$ cat src/lst_pkg.sv
`timescale 1ns / 1ps
// ---------------------------------------------------------------------------
// lst_pkg: shared definitions for the LRU address slot table
// Field widths, parameter defaults and comparator mode codes.
// ---------------------------------------------------------------------------
package lst_pkg;

	// parameter defaults
	localparam int DEF_TABLE_DEPTH  = 64;
	localparam int DEF_ADDRESS_BITS = 48;

	// fixed field widths
	localparam int STAMP_W = 48;
	localparam int COUNT_W = 32;
	localparam int SLOT_W  = 6;
	localparam int OCC_W   = 7;

	// shared comparator modes
	localparam logic CMP_ADDR  = 1'b0;
	localparam logic CMP_STAMP = 1'b1;

endpackage

$ cat src/lst_cmp.sv
`timescale 1ns / 1ps
// ---------------------------------------------------------------------------
// lst_cmp: shared compare unit
// Selects address or stamp operands by mode and gives equal and less-than.
// ---------------------------------------------------------------------------
module lst_cmp #(
	parameter int ADDR_W = lst_pkg::DEF_ADDRESS_BITS
) (
	input  logic                      mode,
	input  logic [ADDR_W-1:0]         addr_a,
	input  logic [ADDR_W-1:0]         addr_b,
	input  logic [lst_pkg::STAMP_W-1:0] stamp_a,
	input  logic [lst_pkg::STAMP_W-1:0] stamp_b,
	output logic                      eq,
	output logic                      lt
);
	import lst_pkg::*;

	localparam int CMP_W = (ADDR_W > STAMP_W) ? ADDR_W : STAMP_W;

	logic [CMP_W-1:0] op_a;
	logic [CMP_W-1:0] op_b;

	// operand select, zero extended to the common width
	always_comb begin
		if (mode == CMP_STAMP) begin
			op_a = CMP_W'(stamp_a);
			op_b = CMP_W'(stamp_b);
		end else begin
			op_a = CMP_W'(addr_a);
			op_b = CMP_W'(addr_b);
		end
	end

	// one magnitude comparator serves both passes
	assign eq = (op_a == op_b);
	assign lt = (op_a < op_b);

endmodule

$ cat config.mk
export PLATFORM = sky130hd
export DESIGN_NAME = lst_cmp
export DESIGN_NICKNAME = d
export VERILOG_FILES = /design/src/lst_pkg.sv /design/src/lst_cmp.sv
export SDC_FILE = /design/constraint.sdc
export NUM_CORES = 1
export LEC_CHECK = 0
export BUFFER_PORTS_ARGS = -buffer_cell sky130_fd_sc_hd__buf_2
export CORE_MARGIN = 1
export CORE_UTILIZATION = 36
export DETAILED_ROUTE_END_ITERATION = 16
export PLACE_DENSITY = 0.91
export RECOVER_POWER = 25
export SYNTH_ARGS = -nofsm -noshare
export SYNTH_HDL_FRONTEND = slang
export SYNTH_SLANG_ARGS = --single-unit
export TNS_END_PERCENT = 1
$ cat constraint.sdc
create_clock -name vclk -period 2.4
set_clock_uncertainty 0.1 [all_clocks]
set_input_delay 0 -clock vclk [all_inputs]
set_output_delay 0 -clock vclk [all_outputs]
set_load 0.01 [all_outputs]
# ---- Yosys cells after proc, flatten, opt, wreduce, memory -nomap -nowiden
# Index checks and enable logic that the tools add are counted.
# Widths: inputs -> output; s select.
dict set report word_totals {
  regBits 0
}
dict set report op_classes {
  n_lt_le_gt_ge 1
  eq_ne 1
  mux 2
}
# op count
set op_table {}
lappend op_table {{$mux 48} 2}
lappend op_table {{$eq 48x48->1} 1}
lappend op_table {{$lt 48x48->1} 1}

# ---- Depth between registers and ports, before layout
# Gate-level depths: netlist (run 1).
dict set report logic_depth {
  ltp_word 2
  mapped_depth 11
  depth_no_buf 8
}

# ---- Least setup slack after synthesis (run 1)
# No wires, ideal clock.
dict set report synth_timing {
  path_type {input port to output port}
  startpoint {in mode}
  endpoint {out lt}
  t_arrival_ns 2.646
  path_slack_ns -0.346
  cell_stages 11
  path_cell_list {clkbuf_1 clkbuf_1 buf_2 mux2i_1 ha_1 and4_4 nand4_4 nor3_4 a221oi_1 o211ai_1 a2111oi_0}
}
dict set report synth_between {
  elab_chain_len 2
  word_cells_on_any_way 3
  cone_classes {order compare (1); mux (2)}
}
# item line
set synth_rtl {}
lappend synth_rtl {{start, declared} lst_cmp.sv:9} ;# input logic mode,
lappend synth_rtl {{$mux 48} lst_cmp.sv:26} ;# if (mode == CMP_STAMP) begin
lappend synth_rtl {{$lt 48x48->1 (*)} lst_cmp.sv:37} ;# assign lt = (op_a < op_b);
lappend synth_rtl {{end, declared} lst_cmp.sv:15} ;# output logic lt
# Mark *: on every way between the ends. The rest lies on a longest branch, timed or not.

# ---- Worst setup path in the final report (run 1)
dict set report layout_timing {
  startpoint {in mode}
  endpoint {out eq}
}
dict set report layout_between {
  elab_chain_len 2
  word_cells_on_any_way 3
  cone_classes {eq/ne (1); mux (2)}
}
# item line
set layout_rtl {}
lappend layout_rtl {{$mux 48} lst_cmp.sv:26}
lappend layout_rtl {{$eq 48x48->1 (*)} lst_cmp.sv:36} ;# assign eq = (op_a == op_b);
lappend layout_rtl {{end, declared} lst_cmp.sv:14} ;# output logic eq,
# Marked as above.

==> insert_results.sql, run 1 <==
INSERT INTO impl_metrics (metric_group, metric, value, unit) VALUES
('outcome', 'outcome', 'complete, but fails checks', ''),
('outcome', 'violations', 'negative setup slack', ''),
('worst_hold_path', 'hold-path-endpoint', 'eq', ''),
('floorplan', 'fp-row-count', '27', ''),
('timing', 'final.min_clock_period', '2.41', 'ns'),
('final_layout', 'nNetsFinal', '688', ''),
('setup_path', 'critPathCaptureType', 'primary output', ''),
('placed_design', 'detailedPlacementHpwl', '6.24', 'mm'),
('detailed_routing', 'drt_iter0_markers', '41', ''),
('yosys', 'synth_top_cell_by_area', 'sky130_fd_sc_hd__ha_1', ''),
('detailed_routing', 'drt_drc_violations_left', '0', ''),
('yosys', 'synth_top_area_share', '28.2', '%'),
('timing', 'slew_violations', '0', ''),
('timing', 'relSlewSlack', '77.9', '%'),
('power_and_ir_drop', 'cellLeakagePower', '2.02', 'nW'),
('final_layout', 'drive_gt1_share', '68.3', '%'),
('yosys', 'synth.cell_area', '2130', 'µm²'),
('final_layout', 'syn_to_layout_area_delta', '76.0', '%'),
('global_routing', 'number_of_global_route_vias_before_repair', '2859', ''),
('cts', 'holdBufCountCts', '0', ''),
('yosys', 'syn_area_per_cell', '9.42', 'µm²'),
('timing', 'rsz0062_at_grt', 'true', ''),
('yosys', 'post_synth_most_frequent_cells', '48 x sky130_fd_sc_hd__ha_1, 48 x sky130_fd_sc_hd__mux2_2, 48 x sky130_fd_sc_hd__mux2i_1', ''),
('detailed_routing', 'firstDrtPassIters', '4', ''),
('timing', 'max_slew.worst_pin.slew', '0.331', 'ns'),
('run', 'max_cap_violations', '0', ''),
('timing', 'setup_violations', '1', ''),
('timing', 'worst_slack', '-0.00870', 'ns'),
('placed_design', 'numPortBuffers', '195', ''),
('floorplan', 'floorplan.die_area', '6230', 'µm²'),
('floorplan', 'pin_count', '195', ''),
('setup_path', 'start_kind', 'input pin', ''),
('global_routing', 'maximum_number_of_pins_on_one_net_before_global_route_repair', '23', ''),
('yosys', 'yosysWarningCount', '0', ''),
('setup_path', 'worstPathArrival', '2.31', 'ns'),
('placed_design', 'place.gp.congestion', '0.804', ''),
('global_routing', 'grt_antenna_before_repair', '0', ''),
('yosys', 'synth.net_count', '467', ''),
('floorplan', 'floorplan.die.width', '78.9', 'µm'),
('detailed_routing', 'routed_wire_length_per_instance', '14.9', 'µm'),
('timing', 'maxClockFrequency', '415', 'MHz'),
('worst_hold_path', 'timing.hold.worst_path_depth', '6', ''),
('floorplan', 'coreArea', '5610', 'µm²'),
('floorplan', 'initial_core_util', '38.0', '%'),
('power_and_ir_drop', 'total_power', '0.748', 'mW'),
('power_and_ir_drop', 'power_per_cell_area', '200', 'nW/µm²'),
('final_layout', 'layout.clock_buffers', '0', ''),
('setup_path', 'worstPathMaxFanout', '10', ''),
('worst_hold_path', 'min-delay-path-class', 'in -> out', ''),
('final_layout', 'antenna-diode-count', '0', ''),
('setup_path', 'worstSetupPathType', 'in -> out', ''),
('yosys', 'synth_cells', '226', ''),
('detailed_routing', 'vias_per_cell', '5.22', ''),
('final_layout', 'flops_and_latches', '0', ''),
('detailed_routing', 'routed_wl', '7.72', 'mm'),
('floorplan', 'die_height', '78.9', 'µm'),
('power_and_ir_drop', 'ir_worst_vdd', '0.000120', 'V'),
('yosys', 'synth.yosys.seq_area_share', '0', '%'),
('detailed_routing', 'drt.antenna.violating_nets', '0', ''),
('yosys', 'post_synth_num_cell_types', '29', ''),
('timing', 'report.final.hold_viol_count', '0', ''),
('final_layout', 'layout.area.seq', '0', 'µm²'),
('global_routing', 'grt-ovfl-total', '0', ''),
('timing', 'timing.final.crit_share', '100', '%'),
('global_routing', 'grt_pass1_wl', '11.9', 'mm'),
('global_routing', 'gr-usage-all-layers', '23.4', '%'),
('detailed_routing', 'detailroute.via_count', '2697', ''),
('timing', 'setup_total_negative_slack', '-0.00870', 'ns'),
('worst_hold_path', 'hp-start', 'stamp_b[3]', ''),
('yosys', 'yosys-top-cells-area', 'sky130_fd_sc_hd__ha_1 28%, sky130_fd_sc_hd__mux2_2 25%, sky130_fd_sc_hd__mux2i_1 23%', ''),
('setup_path', 'crit_required', '2.30', 'ns');
==> cell families after synthesis <==
kind of cell	after synthesis	synth area share, %
AO/OA/AOI/OAI	36	10.6
adder cells (fa/ha/maj)	48	28.2
buffers and inverters	11	2.17
AND/OR/NAND/NOR	35	11.0
multiplexers	96	47.9
==> metal layers <==
metal | up-vias | track usage [%] | wire length (µm)
met5 | - | 0 | 0
met4 | 0 | 6.55 | 190
met3 | 18 | 2.76 | 530
met2 | 142 | 49.2 | 4140
met1 | 1198 | 23.5 | 2860
li1 | 1339 | - | -
==> through the flow <==
| stage | area [µm²] | util [%] | instances | worst slack [ns] | hold WS (ns) |
|---|---|---|---|---|---|
| 2_1_floorplan | 2140 | - | 226 | -0.0213 | 0.350 |
| 3_3_place_gp | 3410 | 60.7 | 510 | -0.0905 | 0.595 |
| 3_5_place_dp | 3410 | 60.7 | 510 | -0.122 | 0.584 |
| 4_1_cts | 3660 | 65.2 | 515 | 0.00319 | 0.575 |
| 5_1_grt | 3750 | 66.8 | 517 | -0.0876 | 0.601 |
| 6_report | 3750 | 66.8 | 517 | -0.00870 | 0.572 |
==> layout by cell type, fill, tap and decap left out, types with 2 or more instances in the layout <==
cell                       instances
sky130_fd_sc_hd__a211oi_2          3
sky130_fd_sc_hd__a21o_1            5
sky130_fd_sc_hd__a21oi_1          17
sky130_fd_sc_hd__buf_12            3
sky130_fd_sc_hd__buf_16            4
sky130_fd_sc_hd__buf_2           194
sky130_fd_sc_hd__buf_4            25
sky130_fd_sc_hd__buf_6             2
sky130_fd_sc_hd__ha_1             41
sky130_fd_sc_hd__ha_4              7
sky130_fd_sc_hd__mux2_2           45
sky130_fd_sc_hd__mux2_4            3
sky130_fd_sc_hd__mux2i_1          44
sky130_fd_sc_hd__mux2i_4           3
sky130_fd_sc_hd__nand2_1          10
sky130_fd_sc_hd__nand3_1           4
sky130_fd_sc_hd__nand4_1           8
sky130_fd_sc_hd__nor2_1            3
sky130_fd_sc_hd__o211ai_1          3
sky130_fd_sc_hd__o21ai_0           2
==> power by group <==
group / internal (mW) / leakage (nW) / switching [mW]
sequential: 0 / 0 / 0
combinational: 0.433 / 2.02 / 0.315
clock: 0 / 0 / 0
total: 0.433 / 2.02 / 0.315
==> layout make-up <==
class	instances	area [µm²]
multi-input cells	215	2270
repair buffers	230	1390
well taps	72	90.1
fillers	446	1860
==> repair_timing <==
action                                  in CTS  in global routing
buffers inserted                             2                  1
pin swaps                                   15                  4
endpoints found under the setup margin       2                  2
gates resized for setup                     27                  8
gates cloned                                 3                  1
==> critical path, stage by stage <==
cell	delay (ns)
sky130_fd_sc_hd__buf_12	0.12
sky130_fd_sc_hd__buf_12	0.14
sky130_fd_sc_hd__mux2_2	0.35
sky130_fd_sc_hd__ha_1	0.30
sky130_fd_sc_hd__and4_4	0.25
sky130_fd_sc_hd__nand4_4	0.12
sky130_fd_sc_hd__nor3_4	0.19
sky130_fd_sc_hd__nand3_2	0.15
sky130_fd_sc_hd__or3_4	0.35
sky130_fd_sc_hd__nor3_2	0.17
sky130_fd_sc_hd__buf_2	0.15
==> worst max-delay path by stage <==
stage | to | cells past startpoint | start | slack, ns
final | eq | 11 | mode | -0.009
after global routing | lt | 11 | mode | -0.09
after CTS | lt | 11 | mode | 0.003
after detailed placement | lt | 13 | mode | -0.12
after global placement | lt | 11 | mode | -0.09
after floorplan | eq | 10 | mode | -0.02
Power figures use the tool's default switching activity.
==> inputs of run 2 (changes only) <==
Settings changed: MAX_ROUTING_LAYER set to met4.
==> insert_results.sql, run 2 (same netlist as run 1, synthesis figures left out) <==
INSERT INTO impl_metrics (metric_group, metric, value, unit) VALUES
('timing', 'max_slew.worst_pin.slew', '0.331', 'ns'),
('detailed_routing', 'vias_per_cell', '5.24', ''),
('floorplan', 'floorplan.die.width', '78.9', 'µm'),
('floorplan', 'floorplan.die_area', '6230', 'µm²'),
('detailed_routing', 'routed_wire_length_per_instance', '15.0', 'µm'),
('power_and_ir_drop', 'ir_worst_vdd', '0.000120', 'V'),
('run', 'max_cap_violations', '0', ''),
('global_routing', 'use_met2', '49.2', '%'),
('detailed_routing', 'firstDrtPassIters', '6', ''),
('placed_design', 'numPortBuffers', '195', ''),
('detailed_routing', 'drt_iter0_markers', '51', ''),
('worst_hold_path', 'hp-start', 'stamp_b[3]', ''),
('final_layout', 'antenna-diode-count', '0', ''),
('setup_path', 'worst_path_largest_cell_delay', '0.35', 'ns'),
('timing', 'report.final.hold_viol_count', '0', ''),
('detailed_routing', 'drt_drc_violations_left', '0', ''),
('placed_design', 'placement.cell_area', '3410', 'µm²'),
('floorplan', 'fp-row-count', '27', ''),
('global_routing', 'grt_antenna_before_repair', '0', ''),
('setup_path', 'crit_required', '2.30', 'ns'),
('final_layout', 'nNetsFinal', '688', ''),
('cts', 'holdBufCountCts', '0', ''),
('floorplan', 'die_height', '78.9', 'µm'),
('power_and_ir_drop', 'cellLeakagePower', '2.02', 'nW'),
('floorplan', 'initial_core_util', '38.0', '%'),
('final_layout', 'final_common_cell', 'sky130_fd_sc_hd__buf_2', ''),
('global_routing', 'grt_util_met1', '23.5', '%'),
('setup_path', 'cp_slowest_cell', 'sky130_fd_sc_hd__mux2_2', ''),
('global_routing', 'gr-usage-all-layers', '24.1', '%'),
('floorplan', 'pin_count', '195', ''),
('timing', 'slew_violations', '0', ''),
('final_layout', 'layout.clock_buffers', '0', ''),
('setup_path', 'path_delay_family', 'simple AND/OR/NAND/NOR gates', ''),
('setup_path', 'cpMostUsedCell', 'sky130_fd_sc_hd__buf_12', ''),
('worst_hold_path', 'timing.hold.worst_path_depth', '6', ''),
('final_layout', 'layout.area.seq', '0', 'µm²'),
('power_and_ir_drop', 'power_per_cell_area', '199', 'nW/µm²'),
('setup_path', 'critical_path.n_buffers_inverters', '3', ''),
('detailed_routing', 'drt.antenna.violating_nets', '0', ''),
('global_routing', 'maximum_number_of_pins_on_one_net_before_global_route_repair', '23', ''),
('timing', 'final.min_clock_period', '2.39', 'ns'),
('final_layout', 'syn_to_layout_area_delta', '76.0', '%'),
('placed_design', 'detailedPlacementHpwl', '6.24', 'mm'),
('setup_path', 'start_kind', 'input pin', ''),
('setup_path', 'critPathCaptureType', 'primary output', ''),
('timing', 'setup_violations', '0', ''),
('placed_design', 'place.gp.congestion', '0.815', ''),
('detailed_routing', 'routed_wl', '7.76', 'mm'),
('global_routing', 'met3_resource_use_gr', '2.87', '%'),
('final_layout', 'fillers', '446', ''),
('final_layout', 'layout_common_cells', '194 x sky130_fd_sc_hd__buf_2, 45 x sky130_fd_sc_hd__mux2_2, 44 x sky130_fd_sc_hd__mux2i_1', ''),
('global_routing', 'grt_pass1_wl', '11.9', 'mm'),
('timing', 'relSlewSlack', '77.9', '%'),
('timing', 'maxClockFrequency', '418', 'MHz'),
('timing', 'setup_total_negative_slack', '0', 'ns'),
('detailed_routing', 'detailroute.via_count', '2709', ''),
('setup_path', 'worstPathArrival', '2.29', 'ns'),
('final_layout', 'layout_cell_area_excl_fill', '3750', 'µm²'),
('worst_hold_path', 'hold-path-endpoint', 'eq', ''),
('global_routing', 'grt_max_usage_layer', 'met2', ''),
('worst_hold_path', 'min-delay-path-class', 'in -> out', ''),
('setup_path', 'timing.critical_path.cells', 'buf_12 > buf_12 > mux2_2 > ha_1 > and4_4 > nand4_4 > nor3_4 > nand3_2 > or3_4 > nor3_2 > buf_2', ''),
('final_layout', 'combined_area_of_the_multi_input_logic_cells', '2270', 'µm²'),
('timing', 'rsz0062_at_grt', 'true', ''),
('global_routing', 'grt-ovfl-total', '0', ''),
('global_routing', 'number_of_global_route_vias_before_repair', '2858', ''),
('setup_path', 'worstPathMaxFanout', '10', ''),
('final_layout', 'postLayoutCoreUtil', '66.8', '%'),
('setup_path', 'worstSetupPathType', 'in -> out', ''),
('final_layout', 'flops_and_latches', '0', ''),
('final_layout', 'drive_gt1_share', '68.3', '%'),
('outcome', 'outcome', 'completed', ''),
('timing', 'timing.final.crit_share', '99.6', '%'),
('floorplan', 'coreArea', '5610', 'µm²');
==> run 2: cell counts in the layout (fill, tap and decap cells not counted) <==
Identical to the previous run, type by type.
==> run 2: area by class of cell <==
type | count | share of cell area (%)
repair buffers | 230 | 37.1
multi-input cells | 215 | 60.5
well taps | 72 | 2.40
==> run 2: timing repair <==
item | in CTS | in global routing
pin swaps | 15 | 4
buffers inserted | 2 | 1
cloned | 3 | 1
endpoints found under the setup margin | 2 | 2
resized for setup | 27 | 8
==> run 2: stage by stage <==
stage	cells	setup WS [ns]	total power [mW]	hold slack (ns)
floorplan	226	-0.0213	0.361	0.350
finish	517	0.00979	0.748	0.573
global placement	510	-0.0905	0.621	0.595
detailed placement	510	-0.122	0.649	0.584
CTS	515	0.00319	0.719	0.575
global route	517	-0.0876	0.823	0.601
==> run 2: worst min-delay path, stage by stage <==
cell	delay (ns)
sky130_fd_sc_hd__buf_2	0.07
sky130_fd_sc_hd__mux2i_1	0.10
sky130_fd_sc_hd__ha_4	0.24
sky130_fd_sc_hd__nand4_1	0.09
sky130_fd_sc_hd__nor3_2	0.04
sky130_fd_sc_hd__buf_2	0.12
==> run 2: metal layers <==
layer	vias to the layer above	wire length, µm
li1	1340	-
met1	1209	2870
met2	142	4150
met3	18	552
met4	0	189
met5	-	0
==> run 2: how the worst max path moves through the flow <==
stage,start,endpoint,cells after the start
6_report,mode,eq,11
4_1_cts,mode,lt,11
3_3_place_gp,mode,lt,11
2_1_floorplan,mode,eq,10
3_5_place_dp,mode,lt,13
5_1_grt,mode,lt,11
==> run 2: power by group <==
part	internal, mW	leakage [nW]	total [mW]	switching, mW
Sequential	0	0	0	0
Combinational	0.432	2.02	0.748	0.315
Clock	0	0	0	0
Total	0.432	2.02	0.748	0.315
==> inputs of run 3 (changes only) <==
Clock period 2.4 ns to 2 ns, I/O delays scaled along.
==> insert_results.sql, run 3 (same netlist as run 1, synthesis figures left out) <==
INSERT INTO impl_metrics (metric_group, metric, value, unit) VALUES
('timing', 'maxClockFrequency', '437', 'MHz'),
('global_routing', 'number_of_global_route_vias_before_repair', '2799', ''),
('power_and_ir_drop', 'clock_power_share', '0', '%'),
('setup_path', 'critPathCaptureType', 'primary output', ''),
('detailed_routing', 'drt_iter0_markers', '18', ''),
('floorplan', 'floorplan.die_area', '6230', 'µm²'),
('floorplan', 'die_height', '78.9', 'µm'),
('power_and_ir_drop', 'ir_worst_vdd', '0.000146', 'V'),
('final_layout', 'final_common_cell', 'sky130_fd_sc_hd__buf_2', ''),
('global_routing', 'maximum_number_of_pins_on_one_net_before_global_route_repair', '20', ''),
('floorplan', 'coreArea', '5610', 'µm²'),
('power_and_ir_drop', 'switching_power', '0.388', 'mW'),
('detailed_routing', 'routed_wl', '7.65', 'mm'),
('power_and_ir_drop', 'comb_power_share', '100.0', '%'),
('setup_path', 'crit_required', '1.90', 'ns'),
('timing', 'max_slew.worst_pin.slew', '0.288', 'ns'),
('detailed_routing', 'firstDrtPassIters', '4', ''),
('placed_design', 'place.gp.congestion', '0.762', ''),
('timing', 'slew_violations', '0', ''),
('timing', 'holdWs', '0.613', 'ns'),
('power_and_ir_drop', 'cellLeakagePower', '2.00', 'nW'),
('timing', 'setup_violations', '2', ''),
('cts', 'holdBufCountCts', '0', ''),
('global_routing', 'grt_pass1_wl', '11.2', 'mm'),
('power_and_ir_drop', 'total_power', '0.921', 'mW'),
('timing', 'worst_slack', '-0.287', 'ns'),
('detailed_routing', 'vias_per_cell', '5.22', ''),
('floorplan', 'initial_core_util', '38.0', '%'),
('global_routing', 'grt_antenna_before_repair', '0', ''),
('floorplan', 'floorplan.die.width', '78.9', 'µm'),
('final_layout', 'flops_and_latches', '0', ''),
('global_routing', 'gr-usage-all-layers', '22.6', '%'),
('detailed_routing', 'drt_drc_violations_left', '0', ''),
('final_layout', 'layout_common_cells', '194 x sky130_fd_sc_hd__buf_2, 41 x sky130_fd_sc_hd__mux2_2, 39 x sky130_fd_sc_hd__mux2i_1', ''),
('timing', 'relSlewSlack', '80.2', '%'),
('floorplan', 'fp-row-count', '27', ''),
('setup_path', 'worstPathArrival', '2.19', 'ns'),
('detailed_routing', 'routed_wire_length_per_instance', '14.9', 'µm'),
('detailed_routing', 'detailroute.via_count', '2685', ''),
('placed_design', 'detailedPlacementHpwl', '6.56', 'mm'),
('run', 'max_cap_violations', '0', ''),
('power_and_ir_drop', 'power_per_cell_area', '242', 'nW/µm²'),
('final_layout', 'layout.clock_buffers', '0', ''),
('setup_path', 'worstSetupPathType', 'in -> out', ''),
('global_routing', 'grt-ovfl-total', '0', ''),
('worst_hold_path', 'timing.hold.worst_path_depth', '6', ''),
('final_layout', 'layout.area.seq', '0', 'µm²'),
('timing', 'timing.final.crit_share', '114', '%'),
('worst_hold_path', 'min-delay-path-class', 'in -> out', ''),
('timing', 'setup_total_negative_slack', '-0.541', 'ns'),
('timing', 'final.min_clock_period', '2.29', 'ns'),
('final_layout', 'nNetsFinal', '685', ''),
('outcome', 'violations', 'negative setup slack', ''),
('timing', 'rsz0062_at_grt', 'true', ''),
('power_and_ir_drop', 'power.sequential.fraction', '0', '%'),
('final_layout', 'antenna-diode-count', '0', ''),
('final_layout', 'drive_gt1_share', '71.3', '%'),
('power_and_ir_drop', 'p_int', '0.534', 'mW'),
('outcome', 'outcome', 'complete, but fails checks', ''),
('placed_design', 'numPortBuffers', '195', ''),
('detailed_routing', 'drt.antenna.violating_nets', '0', ''),
('final_layout', 'syn_to_layout_area_delta', '78.6', '%'),
('setup_path', 'start_kind', 'input pin', ''),
('floorplan', 'pin_count', '195', ''),
('placed_design', 'dp_slack', '-0.470', 'ns'),
('timing', 'report.final.hold_viol_count', '0', ''),
('setup_path', 'worstPathMaxFanout', '13', ''),
('power_and_ir_drop', 'p_sw_share', '42.1', '%');
## run 3: changes by cell type in the layout (fill, tap and decap cells not counted), sizes merged
cell | before | now
clkbuf | 1 | 2
buf | 229 | 225
## run 3: what timing repair did
item	4_1_cts	5_1_grt
setup buffers	2	1
gates resized for setup	11	25
gates cloned	0	2
setup endpoints to repair	2	2
pin swaps	3	8
## run 3: path summary, 6_finish.rpt
path,to,startpoint,slack [ns]
setup / recovery,eq,mode,-0.29
hold / removal,eq,stamp_a[2],0.61
## run 3: layer usage
metal,vias up,GRT usage (%),wire length [µm]
met1,1217,21.0,2720
met2,119,49.0,4370
met5,-,-,0
li1,1337,-,-
met4,0,4.91,107
met3,12,1.72,452
## run 3: metrics by stage
| stage | std cells | instance area (µm²) | utilization, % |
|---|---|---|---|
| finish | 514 | 3800 | 67.8 |
| global route | 514 | 3800 | 67.8 |
| CTS | 511 | 3590 | 64.1 |
| detailed placement | 509 | 3510 | 62.7 |
| global placement | 509 | 3510 | 62.7 |
| floorplan | 226 | 2390 | - |
## run 3: layout make-up
cell class                      instances  area [µm²]
Multi-Input combinational cell        215        2390
Fill cell                             462        1810
Timing Repair Buffer                  227        1320
Tap cell                               72        90.1
## run 3: critical path, stage by stage
cell	delay (ns)
sky130_fd_sc_hd__buf_12	0.13
sky130_fd_sc_hd__buf_12	0.15
sky130_fd_sc_hd__buf_4	0.16
sky130_fd_sc_hd__mux2i_2	0.17
sky130_fd_sc_hd__ha_4	0.28
sky130_fd_sc_hd__nand4_1	0.16
sky130_fd_sc_hd__nor4_4	0.39
sky130_fd_sc_hd__nand3_2	0.14
sky130_fd_sc_hd__or3_4	0.35
sky130_fd_sc_hd__nor3_2	0.09
sky130_fd_sc_hd__buf_2	0.15
## run 3: power groups by stage
stage          logic (mW)  clock network, mW  registers, mW
2_1_floorplan       0.499                  0              0
3_3_place_gp        0.782                  0              0
3_5_place_dp        0.824                  0              0
4_1_cts             0.853                  0              0
5_1_grt              1.02                  0              0
6_report            0.921                  0              0
